File: src/sv/usrm_pkg.sv
// shared types and constants of the ultrasonic ranger with median filter
// no dependencies; compile first
`default_nettype none
package usrm_pkg;

	localparam int WINDOW_DEF   = 5;
	localparam int CHANNELS_DEF = 4;
	localparam int QUEUE_DEPTH  = 4;

	localparam int NOW_W  = 32;
	localparam int DIV_W  = 16;
	localparam int RAW_W  = 10;
	localparam int DIST_W = 14;

	localparam logic [NOW_W-1:0]  ACCEPT_LIMIT = 32'd1000;
	localparam logic [DIST_W-1:0] FAR_VALUE    = 14'd10000;

	// register map, index into the byte address bits [3:2]
	localparam logic [1:0] REG_US_PER_CM    = 2'd0;
	localparam logic [1:0] REG_WAIT_LOW_US  = 2'd1;
	localparam logic [1:0] REG_WAIT_HIGH_US = 2'd2;

	localparam logic [31:0] US_PER_CM_RST = 32'd58;
	localparam logic [31:0] WAIT_RST      = 32'd30000;

	// one measurement handed from front to back
	typedef struct packed {
		logic [1:0]       ch;
		logic [NOW_W-1:0] elapsed;
		logic             last;
	} job_t;

	// queue control between front and back
	typedef struct packed {
		logic full;
		logic empty;
	} q_status_t;

endpackage
`default_nettype wire

File: src/sv/usrm_if.sv
// valid/ready channel interfaces for input items and result items
// no dependencies
`default_nettype none
interface usrm_in_if;
	logic        valid;
	logic        ready;
	logic        opcode;
	logic [1:0]  channel;
	logic [31:0] now_us;

	modport source (output valid, opcode, channel, now_us, input ready);
	modport sink   (input valid, opcode, channel, now_us, output ready);
endinterface

interface usrm_out_if;
	logic        valid;
	logic        ready;
	logic [1:0]  channel_out;
	logic        sample_accepted;
	logic [9:0]  raw_distance;
	logic [13:0] filtered_distance;
	logic        last;

	modport source (output valid, channel_out, sample_accepted, raw_distance,
		filtered_distance, last, input ready);
	modport sink   (input valid, channel_out, sample_accepted, raw_distance,
		filtered_distance, last, output ready);
endinterface
`default_nettype wire

File: src/sv/usrm_front.sv
// front part: takes items, tracks channel phases and start times, posts jobs
// depends on usrm_pkg and usrm_if
`default_nettype none
module usrm_front import usrm_pkg::*; #(
	parameter int CHANNELS = CHANNELS_DEF
) (
	input  wire logic         clk,
	input  wire logic         arst_n,
	usrm_in_if.sink           in_ch,
	input  wire logic [31:0]  wait_low_us,
	input  wire logic [31:0]  wait_high_us,
	input  wire q_status_t    q_stat,
	output logic              push,
	output job_t              push_job
);

	localparam int ACTIVE = (CHANNELS < 4) ? CHANNELS : 4;
	localparam int CIW    = (ACTIVE > 1) ? $clog2(ACTIVE) : 1;
	localparam logic [2:0] ACTIVE_L = 3'(ACTIVE);

	typedef enum logic [1:0] {
		F_IDLE = 2'b01,
		F_EMIT = 2'b10
	} fstate_t;

	fstate_t            state_q;
	logic               phase_q [ACTIVE];
	logic [NOW_W-1:0]   start_q [ACTIVE];
	logic [NOW_W-1:0]   el_q    [ACTIVE];
	logic [ACTIVE-1:0]  mask_q;

	logic [NOW_W-1:0]   elapsed [ACTIVE];
	logic [ACTIVE-1:0]  tmo;
	logic               accept;
	logic               echo_ok;
	logic [CIW-1:0]     ech;
	logic [CIW-1:0]     sel;
	logic [ACTIVE-1:0]  sel_oh;
	logic [ACTIVE-1:0]  rest;

	// elapsed time and timeout test for every channel
	always_comb begin
		for (int c = 0; c < ACTIVE; c++) begin
			elapsed[c] = in_ch.now_us - start_q[c];
			tmo[c] = phase_q[c] ? (elapsed[c] > wait_high_us) : (elapsed[c] > wait_low_us);
		end
	end

	assign in_ch.ready = (state_q == F_IDLE) && !q_stat.full;
	assign accept      = in_ch.valid && in_ch.ready;
	assign echo_ok     = ({1'b0, in_ch.channel} < ACTIVE_L);
	assign ech         = in_ch.channel[CIW-1:0];

	// lowest pending timed-out channel
	always_comb begin
		sel    = '0;
		sel_oh = '0;
		for (int c = ACTIVE - 1; c >= 0; c--) begin
			if (mask_q[c]) begin
				sel    = CIW'(c);
				sel_oh = ACTIVE'(1) << c;
			end
		end
		rest = mask_q & ~sel_oh;
	end

	// job posting
	always_comb begin
		push     = 1'b0;
		push_job = '0;
		if (accept && in_ch.opcode && echo_ok && phase_q[ech]) begin
			push             = 1'b1;
			push_job.ch      = in_ch.channel;
			push_job.elapsed = elapsed[ech];
			push_job.last    = 1'b1;
		end else if ((state_q == F_EMIT) && !q_stat.full) begin
			push             = 1'b1;
			push_job.ch      = 2'(sel);
			push_job.elapsed = el_q[sel];
			push_job.last    = (rest == '0);
		end
	end

	// phase, start time and emit sequencing
	always_ff @(posedge clk or negedge arst_n) begin
		if (!arst_n) begin
			state_q <= F_IDLE;
			mask_q  <= '0;
			for (int c = 0; c < ACTIVE; c++) begin
				phase_q[c] <= 1'b1;
				start_q[c] <= '0;
			end
		end else begin
			case (state_q)
				F_IDLE: begin
					if (accept) begin
						if (in_ch.opcode) begin
							if (echo_ok) begin
								start_q[ech] <= in_ch.now_us;
								phase_q[ech] <= !phase_q[ech];
							end
						end else begin
							for (int c = 0; c < ACTIVE; c++) begin
								if (tmo[c]) begin
									start_q[c] <= in_ch.now_us;
									phase_q[c] <= 1'b0;
								end
							end
							mask_q <= tmo;
							if (|tmo) state_q <= F_EMIT;
						end
					end
				end
				F_EMIT: begin
					if (!q_stat.full) begin
						mask_q <= rest;
						if (rest == '0) state_q <= F_IDLE;
					end
				end
				default: state_q <= F_IDLE;
			endcase
		end
	end

	// elapsed times captured by a poll
	always_ff @(posedge clk) begin
		if (accept && !in_ch.opcode) begin
			for (int c = 0; c < ACTIVE; c++) el_q[c] <= elapsed[c];
		end
	end

endmodule
`default_nettype wire

File: src/sv/usrm_queue.sv
// short job queue between front and back
// depends on usrm_pkg
`default_nettype none
module usrm_queue import usrm_pkg::*; #(
	parameter int DEPTH = QUEUE_DEPTH
) (
	input  wire logic      clk,
	input  wire logic      arst_n,
	input  wire logic      push,
	input  wire job_t      push_job,
	input  wire logic      pop,
	output job_t           head,
	output q_status_t      q_stat
);

	localparam int PW = (DEPTH > 1) ? $clog2(DEPTH) : 1;

	job_t          mem_q [DEPTH];
	logic [PW-1:0] wr_q;
	logic [PW-1:0] rd_q;
	logic [PW:0]   cnt_q;
	logic          do_push;
	logic          do_pop;

	assign q_stat.full  = (cnt_q == (PW+1)'(DEPTH));
	assign q_stat.empty = (cnt_q == '0);
	assign do_push      = push && !q_stat.full;
	assign do_pop       = pop && !q_stat.empty;
	assign head         = mem_q[rd_q];

	// pointers and fill count
	always_ff @(posedge clk or negedge arst_n) begin
		if (!arst_n) begin
			wr_q  <= '0;
			rd_q  <= '0;
			cnt_q <= '0;
		end else begin
			if (do_push) wr_q <= (wr_q == PW'(DEPTH - 1)) ? '0 : wr_q + 1'b1;
			if (do_pop)  rd_q <= (rd_q == PW'(DEPTH - 1)) ? '0 : rd_q + 1'b1;
			if (do_push && !do_pop)      cnt_q <= cnt_q + 1'b1;
			else if (do_pop && !do_push) cnt_q <= cnt_q - 1'b1;
		end
	end

	// storage
	always_ff @(posedge clk) begin
		if (do_push) mem_q[wr_q] <= push_job;
	end

endmodule
`default_nettype wire

File: src/sv/usrm_back.sv
// back part: serial divide, window update, median search, result register
// depends on usrm_pkg and usrm_if
`default_nettype none
module usrm_back import usrm_pkg::*; #(
	parameter int WINDOW   = WINDOW_DEF,
	parameter int CHANNELS = CHANNELS_DEF
) (
	input  wire logic              clk,
	input  wire logic              arst_n,
	input  wire job_t              head,
	input  wire q_status_t         q_stat,
	output logic                   pop,
	input  wire logic [DIV_W-1:0]  us_per_cm,
	usrm_out_if.source             out_ch
);

	localparam int ACTIVE = (CHANNELS < 4) ? CHANNELS : 4;
	localparam int CIW    = (ACTIVE > 1) ? $clog2(ACTIVE) : 1;
	localparam int WIDX   = (WINDOW > 1) ? $clog2(WINDOW) : 1;
	localparam int RW     = $clog2(WINDOW + 1);
	localparam logic [RW-1:0] MID = RW'(WINDOW / 2);

	typedef enum logic [3:0] {
		B_IDLE = 4'b0001,
		B_DIV  = 4'b0010,
		B_MED  = 4'b0100,
		B_OUT  = 4'b1000
	} bstate_t;

	bstate_t           state_q;
	logic [1:0]        ch_q;
	logic              last_q;
	logic              acc_q;
	logic [RAW_W-1:0]  raw_q;
	logic [DIST_W-1:0] filt_q;
	logic [NOW_W-1:0]  dvd_q;
	logic [NOW_W-1:0]  quot_q;
	logic [DIV_W-1:0]  rem_q;
	logic [4:0]        cnt_q;
	logic [WIDX-1:0]   midx_q;
	logic [DIST_W-1:0] win_q [ACTIVE][WINDOW];
	logic [WIDX-1:0]   pos_q [ACTIVE];
	logic [DIST_W-1:0] med_q [ACTIVE];

	logic [CIW-1:0]    bch;
	logic [DIV_W:0]    sh;
	logic              ge;
	logic [DIV_W-1:0]  rem_n;
	logic [NOW_W-1:0]  quot_n;
	logic [DIST_W-1:0] cand;
	logic [RW-1:0]     rank;

	assign bch = ch_q[CIW-1:0];
	assign pop = (state_q == B_IDLE) && !q_stat.empty;

	// one restoring divide step
	always_comb begin
		sh     = {rem_q, dvd_q[NOW_W-1]};
		ge     = (sh >= {1'b0, us_per_cm});
		rem_n  = ge ? DIV_W'(sh - {1'b0, us_per_cm}) : sh[DIV_W-1:0];
		quot_n = {quot_q[NOW_W-2:0], ge};
	end

	// stable rank of one window entry
	always_comb begin
		cand = win_q[bch][midx_q];
		rank = '0;
		for (int j = 0; j < WINDOW; j++) begin
			if ((win_q[bch][j] < cand) ||
				((win_q[bch][j] == cand) && (WIDX'(j) < midx_q)))
				rank = rank + 1'b1;
		end
	end

	// sequencer
	always_ff @(posedge clk or negedge arst_n) begin
		if (!arst_n) begin
			state_q <= B_IDLE;
			ch_q    <= '0;
			last_q  <= 1'b0;
			acc_q   <= 1'b0;
			raw_q   <= '0;
			filt_q  <= '0;
			dvd_q   <= '0;
			quot_q  <= '0;
			rem_q   <= '0;
			cnt_q   <= '0;
			midx_q  <= '0;
			for (int c = 0; c < ACTIVE; c++) begin
				pos_q[c] <= '0;
				med_q[c] <= FAR_VALUE;
				for (int k = 0; k < WINDOW; k++) win_q[c][k] <= FAR_VALUE;
			end
		end else begin
			case (state_q)
				B_IDLE: begin
					if (!q_stat.empty) begin
						ch_q    <= head.ch;
						last_q  <= head.last;
						dvd_q   <= head.elapsed;
						quot_q  <= '0;
						rem_q   <= '0;
						cnt_q   <= '0;
						state_q <= B_DIV;
					end
				end
				B_DIV: begin
					rem_q  <= rem_n;
					quot_q <= quot_n;
					dvd_q  <= {dvd_q[NOW_W-2:0], 1'b0};
					cnt_q  <= cnt_q + 1'b1;
					if (cnt_q == 5'd31) begin
						if (quot_n < ACCEPT_LIMIT) begin
							win_q[bch][pos_q[bch]] <= quot_n[DIST_W-1:0];
							pos_q[bch] <= (pos_q[bch] == WIDX'(WINDOW - 1)) ? '0
								: pos_q[bch] + 1'b1;
							acc_q   <= 1'b1;
							raw_q   <= quot_n[RAW_W-1:0];
							midx_q  <= '0;
							state_q <= B_MED;
						end else begin
							acc_q   <= 1'b0;
							raw_q   <= '0;
							filt_q  <= med_q[bch];
							state_q <= B_OUT;
						end
					end
				end
				B_MED: begin
					if (rank == MID) begin
						med_q[bch] <= cand;
						filt_q     <= cand;
						state_q    <= B_OUT;
					end else begin
						midx_q <= midx_q + 1'b1;
					end
				end
				B_OUT: begin
					if (out_ch.ready) state_q <= B_IDLE;
				end
				default: state_q <= B_IDLE;
			endcase
		end
	end

	// result register
	assign out_ch.valid             = (state_q == B_OUT);
	assign out_ch.channel_out       = ch_q;
	assign out_ch.sample_accepted   = acc_q;
	assign out_ch.raw_distance      = raw_q;
	assign out_ch.filtered_distance = filt_q;
	assign out_ch.last              = last_q;

endmodule
`default_nettype wire

File: src/sv/ultrasonic_ranger_median.sv
// Four-channel ultrasonic range controller with a median filter per channel.
// in_ch carries an echo pin change (opcode 1) on one channel, or a timeout
// poll (opcode 0) of all channels, each with the current microsecond time.
// out_ch carries one transfer per completed measurement; last marks the
// final result caused by an input item. An echo that starts a measurement
// and a poll with no timeout cause no result.
// The front tracks phases and start times and takes an item per cycle while
// its four-entry job queue has room and it is not posting a poll's jobs; a
// poll stays in the front until it has posted one job per timed-out channel.
// The back works one job at a time: it takes the job, runs its
// one-bit-per-cycle divider, then, for an accepted sample, the median search
// over the channel window, then holds the result register.
// While out_ch is stalled the result holds, the back waits, and the front
// keeps taking items until the queue is full.
// Reset restores the register defaults, puts every channel in the measuring
// phase with start time zero, and fills every window with 10000.
// APB registers: 0x0 us_per_cm, 0x4 wait_low_us, 0x8 wait_high_us.
// depends on usrm_pkg, usrm_if, usrm_front, usrm_queue, usrm_back
`default_nettype none
module ultrasonic_ranger_median import usrm_pkg::*; #(
	parameter int WINDOW   = WINDOW_DEF,
	parameter int CHANNELS = CHANNELS_DEF
) (
	input  wire logic        clk,
	input  wire logic        arst_n,
	usrm_in_if.sink          in_ch,
	usrm_out_if.source       out_ch,
	input  wire logic        psel,
	input  wire logic        penable,
	input  wire logic        pwrite,
	input  wire logic [3:0]  paddr,
	input  wire logic [31:0] pwdata,
	output logic [31:0]      prdata,
	output logic             pready
);

	logic [DIV_W-1:0] us_per_cm_q;
	logic [31:0]      wait_low_q;
	logic [31:0]      wait_high_q;
	logic             cfg_wr;
	logic             push;
	logic             pop;
	job_t             push_job;
	job_t             head;
	q_status_t        q_stat;

	// configuration registers
	assign pready = 1'b1;
	assign cfg_wr = psel && penable && pwrite && pready;

	always_ff @(posedge clk or negedge arst_n) begin
		if (!arst_n) begin
			us_per_cm_q <= US_PER_CM_RST[DIV_W-1:0];
			wait_low_q  <= WAIT_RST;
			wait_high_q <= WAIT_RST;
		end else if (cfg_wr) begin
			case (paddr[3:2])
				REG_US_PER_CM:    us_per_cm_q <= pwdata[DIV_W-1:0];
				REG_WAIT_LOW_US:  wait_low_q  <= pwdata;
				REG_WAIT_HIGH_US: wait_high_q <= pwdata;
				default: ;
			endcase
		end
	end

	// register read back
	always_comb begin
		case (paddr[3:2])
			REG_US_PER_CM:    prdata = {16'd0, us_per_cm_q};
			REG_WAIT_LOW_US:  prdata = wait_low_q;
			REG_WAIT_HIGH_US: prdata = wait_high_q;
			default:          prdata = '0;
		endcase
	end

	usrm_front #(.CHANNELS(CHANNELS)) u_front (
		.clk          (clk),
		.arst_n       (arst_n),
		.in_ch        (in_ch),
		.wait_low_us  (wait_low_q),
		.wait_high_us (wait_high_q),
		.q_stat       (q_stat),
		.push         (push),
		.push_job     (push_job)
	);

	usrm_queue #(.DEPTH(QUEUE_DEPTH)) u_queue (
		.clk      (clk),
		.arst_n   (arst_n),
		.push     (push),
		.push_job (push_job),
		.pop      (pop),
		.head     (head),
		.q_stat   (q_stat)
	);

	usrm_back #(.WINDOW(WINDOW), .CHANNELS(CHANNELS)) u_back (
		.clk       (clk),
		.arst_n    (arst_n),
		.head      (head),
		.q_stat    (q_stat),
		.pop       (pop),
		.us_per_cm (us_per_cm_q),
		.out_ch    (out_ch)
	);

	// a job is never posted into a full queue
	a_no_push_full: assert property (@(posedge clk) disable iff (!arst_n)
		push |-> !q_stat.full) else $error("job posted into full queue");

	// the back only takes jobs that exist
	a_pop_nonempty: assert property (@(posedge clk) disable iff (!arst_n)
		pop |-> !q_stat.empty) else $error("pop from empty queue");

	// a rejected sample reports zero distance
	a_raw_zero: assert property (@(posedge clk) disable iff (!arst_n)
		(out_ch.valid && !out_ch.sample_accepted) |-> (out_ch.raw_distance == '0))
		else $error("raw distance on rejected sample");

	// filtered distance never exceeds the far value
	a_filt_range: assert property (@(posedge clk) disable iff (!arst_n)
		out_ch.valid |-> (out_ch.filtered_distance <= FAR_VALUE))
		else $error("filtered distance out of range");

endmodule
`default_nettype wire

File: src/flat_wrapper.sv
// flat-port wrapper written by rule: the top's interface ports become plain ports
module ultrasonic_ranger_median_flat import usrm_pkg::*;
#(
	parameter int WINDOW   = WINDOW_DEF,
	parameter int CHANNELS = CHANNELS_DEF
)
  (clk, arst_n, psel, penable, pwrite, paddr, pwdata, prdata, pready, in_ch_valid, in_ch_opcode, in_ch_channel, in_ch_now_us, in_ch_ready, out_ch_valid, out_ch_channel_out, out_ch_sample_accepted, out_ch_raw_distance, out_ch_filtered_distance, out_ch_last, out_ch_ready);
  usrm_in_if in_ch_i ();
  usrm_out_if out_ch_i ();
  input  wire logic clk;
  input  wire logic arst_n;
  input  wire logic psel;
  input  wire logic penable;
  input  wire logic pwrite;
  input  wire logic [3:0] paddr;
  input  wire logic [31:0] pwdata;
  output logic [31:0] prdata;
  output logic pready;
  input wire logic [$bits(in_ch_i.valid)-1:0] in_ch_valid;
  input wire logic [$bits(in_ch_i.opcode)-1:0] in_ch_opcode;
  input wire logic [$bits(in_ch_i.channel)-1:0] in_ch_channel;
  input wire logic [$bits(in_ch_i.now_us)-1:0] in_ch_now_us;
  output wire logic [$bits(in_ch_i.ready)-1:0] in_ch_ready;
  output wire logic [$bits(out_ch_i.valid)-1:0] out_ch_valid;
  output wire logic [$bits(out_ch_i.channel_out)-1:0] out_ch_channel_out;
  output wire logic [$bits(out_ch_i.sample_accepted)-1:0] out_ch_sample_accepted;
  output wire logic [$bits(out_ch_i.raw_distance)-1:0] out_ch_raw_distance;
  output wire logic [$bits(out_ch_i.filtered_distance)-1:0] out_ch_filtered_distance;
  output wire logic [$bits(out_ch_i.last)-1:0] out_ch_last;
  input wire logic [$bits(out_ch_i.ready)-1:0] out_ch_ready;
  assign in_ch_i.valid = in_ch_valid;
  assign in_ch_i.opcode = in_ch_opcode;
  assign in_ch_i.channel = in_ch_channel;
  assign in_ch_i.now_us = in_ch_now_us;
  assign in_ch_ready = in_ch_i.ready;
  assign out_ch_valid = out_ch_i.valid;
  assign out_ch_channel_out = out_ch_i.channel_out;
  assign out_ch_sample_accepted = out_ch_i.sample_accepted;
  assign out_ch_raw_distance = out_ch_i.raw_distance;
  assign out_ch_filtered_distance = out_ch_i.filtered_distance;
  assign out_ch_last = out_ch_i.last;
  assign out_ch_i.ready = out_ch_ready;
  ultrasonic_ranger_median #(.WINDOW(WINDOW), .CHANNELS(CHANNELS)) u_core (.clk(clk), .arst_n(arst_n), .in_ch(in_ch_i), .out_ch(out_ch_i), .psel(psel), .penable(penable), .pwrite(pwrite), .paddr(paddr), .pwdata(pwdata), .prdata(prdata), .pready(pready));
endmodule
File: config.mk
export PLATFORM = sky130hd
export DESIGN_NAME = ultrasonic_ranger_median_flat
export DESIGN_NICKNAME = d
export VERILOG_FILES = /design/src/sv/usrm_pkg.sv /design/src/sv/usrm_if.sv /design/src/sv/usrm_front.sv /design/src/sv/usrm_queue.sv /design/src/sv/usrm_back.sv /design/src/sv/ultrasonic_ranger_median.sv /design/src/flat_wrapper.sv
export SDC_FILE = /design/constraint.sdc
export NUM_CORES = 2
export LEC_CHECK = 0
export BUFFER_PORTS_ARGS = -buffer_cell sky130_fd_sc_hd__clkbuf_2
export CAP_MARGIN = 30
export CORE_MARGIN = 2
export CORE_UTILIZATION = 49
export CTS_CLUSTER_SIZE = 16
export DETAILED_ROUTE_END_ITERATION = 7
export PLACE_DENSITY = 0.65
export SYNTH_ARGS = -nofsm -noshare
export SYNTH_HDL_FRONTEND = slang
export SYNTH_SLANG_ARGS = --single-unit
File: constraint.sdc
create_clock -name clk -period 16.7 [get_ports clk]
set_input_delay 0.835 -clock clk [delete_from_list [all_inputs] [get_ports clk]]
set_output_delay 0.835 -clock clk [all_outputs]
set_load 0.1 [all_outputs]
==> flow_summary.yaml <==
yosys:
  synthFlopType: "sky130_fd_sc_hd__dfrtp_1"
  syn-instance-count: 4700
  ys_warn_count: 0
  synthesis.area_mm2: 0.05527
  synth-edff-count: 268
  synth.area.top_cells: "sky130_fd_sc_hd__dfrtp_1, sky130_fd_sc_hd__edfxtp_1, sky130_fd_sc_hd__ha_1"
  yosysTopAreaCellShare_pct: 24.81
  synth.net_count: 5265
  yosys_register_bits: 960
  synth.avg_cell_area_um2: 11.76
  ys_async_rst_share_pct: 72.08
  yosys.cell_types.count: 90
  synth.largest_area_cell: "sky130_fd_sc_hd__dfrtp_1"
  synth_seq_area_share_pct: 46.22
sta:
  grt_setup_unrepaired: "false"
  setup-tns-final_ns: 0
  min_period_over_period_pct: 52.32
  upper_clock_frequency_limit_mhz: 114.4
  hold_violations: 0
  setup_viol: 0
  max-slew-margin-rel_pct: 15.38
  skew_ns: 0.02991
  minimum_setup_slack_in_the_final_design_ns: 7.962
  final_max_slew_viol_count: 0
  worstMarginPinSlew_ns: 1.258
  finalCriticalPeriod_ns: 8.738
detailed_routing:
  wl_mm: 149.5
  routed_wire_length_per_instance_um: 23.38
  route.antenna.remaining_nets: 0
  vias: 38319
  viasPerCell: 5.992
  drt_first_pass_iters: 6
  post-route-drc-count: 0
  starting_drc_count_in_detailed_routing: 2772
finish:
  layout.cells.most_common: "sky130_fd_sc_hd__dfrtp_1"
  nNetsFinal: 5365
  layout_area_overhead_pct: 10.62
  final_layout_size_suffix_gt1_share_pct: 22.18
  leading_cell_types_in_the_layout_fill_and_taps_excluded: "sky130_fd_sc_hd__dfrtp_1, sky130_fd_sc_hd__ha_1, sky130_fd_sc_hd__nand2_1"
power:
  power_leakage_uw: 0.02724
  power.density_mw_per_mm2: 185.1
  swShare_pct: 41.93
  p_int_uw: 6573
  seqPwrFrac_pct: 28.5
  p_total_uw: 11320
  irDropWorstVdd_mv: 0.1184
  clock_power_share_pct: 20.4
  comb_power_share_pct: 51.1
  power_switching_uw: 4747
clock_tree:
  cts.clk_slew.worst_paths_ns: 0.06
  tritoncts.num_buffers: 104
  cts_setup_buffers: 0
  cts_hold_buf: 0
  clock-root-buffer: "sky130_fd_sc_hd__clkbuf_16"
  cts_tree: "built"
  cts_htree_levels: 3
  insertion_delay_of_the_later_clocked_pin_in_the_worst_skew_pair_ns: 0.69
  post_cts_resized: 0
  clockBufferDepth: 3
  clock-sinks: 960
die:
  floorplan.die_area_mm2: 0.1155
  pin_count: 141
  core.rowCount: 123
  die_height_um: 339.8
  effective_utilization_at_floorplan_pct: 49.26
  core_region_area_mm2: 0.1122
  die_width_um: 339.8
grt:
  grt.overflow.total: 0
  grt_pass1_wl_mm: 230.0
  grt_antenna_before_repair: 9
  grt_start_max_net_pins: 165
  grt_use_total_pct: 25.79
  grt_pass1_vias: 38378
setup_path:
  worst_path_dominant_cell_family: "compound AO/OA/AOI/OAI gates"
  worstSetupPathType: "reg2reg"
  worstPathRequired_ns: 17.26
  cp_common_cell: "sky130_fd_sc_hd__ha_1"
  worst_r2r_startpoint: "u_core.u_back.out_ch.channel_out[0]$_DFFE_PN0P_"
  worst-path-buf-inv: 2
  worst_ep_arrival_time_ns: 9.29
  worst-path-max-fanout: 38
  setup.worst_path.start_class: "flip-flop"
  cell_type_of_the_slowest_stage_on_the_worst_timing_path: "sky130_fd_sc_hd__nor3b_4"
  worstReg2RegEnd: "u_core.u_back.med_q[30]$_DFFE_PN0P_"
  reg2regPathDepth: 28
  end_kind: "flip-flop"
  max_stage_delay_ns: 0.89
  r2r_setup_slack_ns: 7.96
worst_hold_path:
  min-delay-path-class: "in2async"
outcome:
  run_status: "completed"
placed_design:
  worst_slack_at_placement_ns: 7.941
  post-dp-hpwl_mm: 109.0
  portBuffers: 137
  gp_routability_congestion: 0.9632
flow_run:
  maxCapViolCount: 0
[layout make-up]
cell class                      count  area (um2)
Clock buffer                      152        2953
Sequential cell                   960       25550
Fill cell                        9545       51050
Timing Repair Buffer              190        1234
Inverter                          275        1035
Tap cell                         1500        1877
Multi-Input combinational cell   3269       28000
Antenna cell                        4       10.01
Clock inverter                     45       481.7
[worst reg2reg max path, delay by kind of cell, from the launching register on]
family	cells	cell delay (ns)
compound gates	10	2.22
mux	3	1.63
simple gates	7	1.47
fa+ha+maj	4	1.00
buf+inv	2	0.96
flops	1	0.81
xor+xnor	2	0.52
[state kept, by name, indices dropped and copies added, names as in the netlist, 3 cells and up]
name / count
u_core.u_back.cnt_q: 5
u_core.u_back.dvd_q: 32
u_core.u_back.med_q: 56
u_core.u_back.midx_q: 3
u_core.u_back.out_ch.filtered_distance: 14
u_core.u_back.out_ch.raw_distance: 10
u_core.u_back.pos_q: 12
u_core.u_back.quot_q: 31
u_core.u_back.rem_q: 16
u_core.u_back.state_q: 4
u_core.u_back.win_q: 280
u_core.u_front.el_q: 128
u_core.u_front.mask_q: 4
u_core.u_front.phase_q: 4
u_core.u_front.start_q: 128
u_core.u_queue.cnt_q: 3
u_core.u_queue.mem_q: 140
u_core.us_per_cm_q: 16
u_core.wait_high_q: 32
u_core.wait_low_q: 32
[logic make-up (layout without fill, tap and decap cells)]
kind of cell    after synthesis  count (layout)  share of synthesized area, %
fa+ha+maj                   488             488                         11.12
compound gates              990             990                         11.69
mux                         628             628                         16.44
xor+xnor                    130             130                         2.085
other cells                   1               5                      0.006785
buf+inv                     471             662                         3.271
simple gates               1032            1032                         9.157
flops                       960             960                         46.22
[routing by layer]
layer,track usage [%],vias up,share of wire (%)
li1,-,17653,-
met1,34.29,19308,43
met2,42.70,1064,47
met3,3.452,288,5.5
met4,10.67,6,4.5
met5,0,-,0.029
[synthesized netlist by cell type (all sizes together) (8+ instances only)]
library cell    n
a22oi          30
nor3           36
and2           87
xor2           46
xnor2          83
o22a           14
a22o           51
clkbuf        153
mux2          390
nand2         405
a211oi         18
and3           33
nor2          139
and4           13
a21o          153
a31o            8
o2111ai         8
nand3         100
ha            481
dfrtp         548
nor2b          50
mux4          185
dfstp         144
a21oi         206
nor4           18
a31oi          25
o21bai         25
mux2i          53
o21ai         259
edfxtp        268
or3            11
o211ai         30
nand2b         34
or2             8
o21a           59
inv           275
buf            43
o31ai          15
nand4          75
[metrics by stage]
stage          instances  utilization, %  instance area, um2  hold slack, ns
6_report            6395           54.50               61140          0.2400
2_1_floorplan       4700               -               55270          0.4384
3_3_place_gp        6185           51.26               57510          0.4502
3_5_place_dp        6189           51.33               57590          0.4489
5_1_grt             6391           54.49               61130          0.2863
4_1_cts             6386           54.39               61020          0.2630
[power groups by stage]
stage / Sequential, uW / Clock (uW) / Combinational (uW)
2_1_floorplan: 3170 / 0 / 4090
3_3_place_gp: 3250 / 0 / 5560
3_5_place_dp: 3260 / 0 / 5690
4_1_cts: 3220 / 2360 / 5710
5_1_grt: 3270 / 2460 / 6330
6_report: 3220 / 2310 / 5790
[worst max-delay path by stage]
stage                                                               start                                   to  slack (ns)  cells after the start
after global placement    u_core.u_back.out_ch.channel_out[0]$_DFFE_PN0P_   u_core.u_back.med_q[6]$_DFFE_PN0P_        8.01                     28
after CTS                 u_core.u_back.out_ch.channel_out[0]$_DFFE_PN0P_  u_core.u_back.med_q[30]$_DFFE_PN0P_        7.88                     28
after global routing      u_core.u_back.out_ch.channel_out[0]$_DFFE_PN0P_  u_core.u_back.med_q[30]$_DFFE_PN0P_        7.31                     28
after floorplan           u_core.u_back.out_ch.channel_out[0]$_DFFE_PN0P_  u_core.u_back.med_q[31]$_DFFE_PN0P_        9.05                     31
final                     u_core.u_back.out_ch.channel_out[0]$_DFFE_PN0P_  u_core.u_back.med_q[30]$_DFFE_PN0P_        7.96                     28
after detailed placement  u_core.u_back.out_ch.channel_out[0]$_DFFE_PN0P_  u_core.u_back.med_q[30]$_DFFE_PN0P_        7.94                     28
No activity file was read; power rests on OpenSTA's default activity.
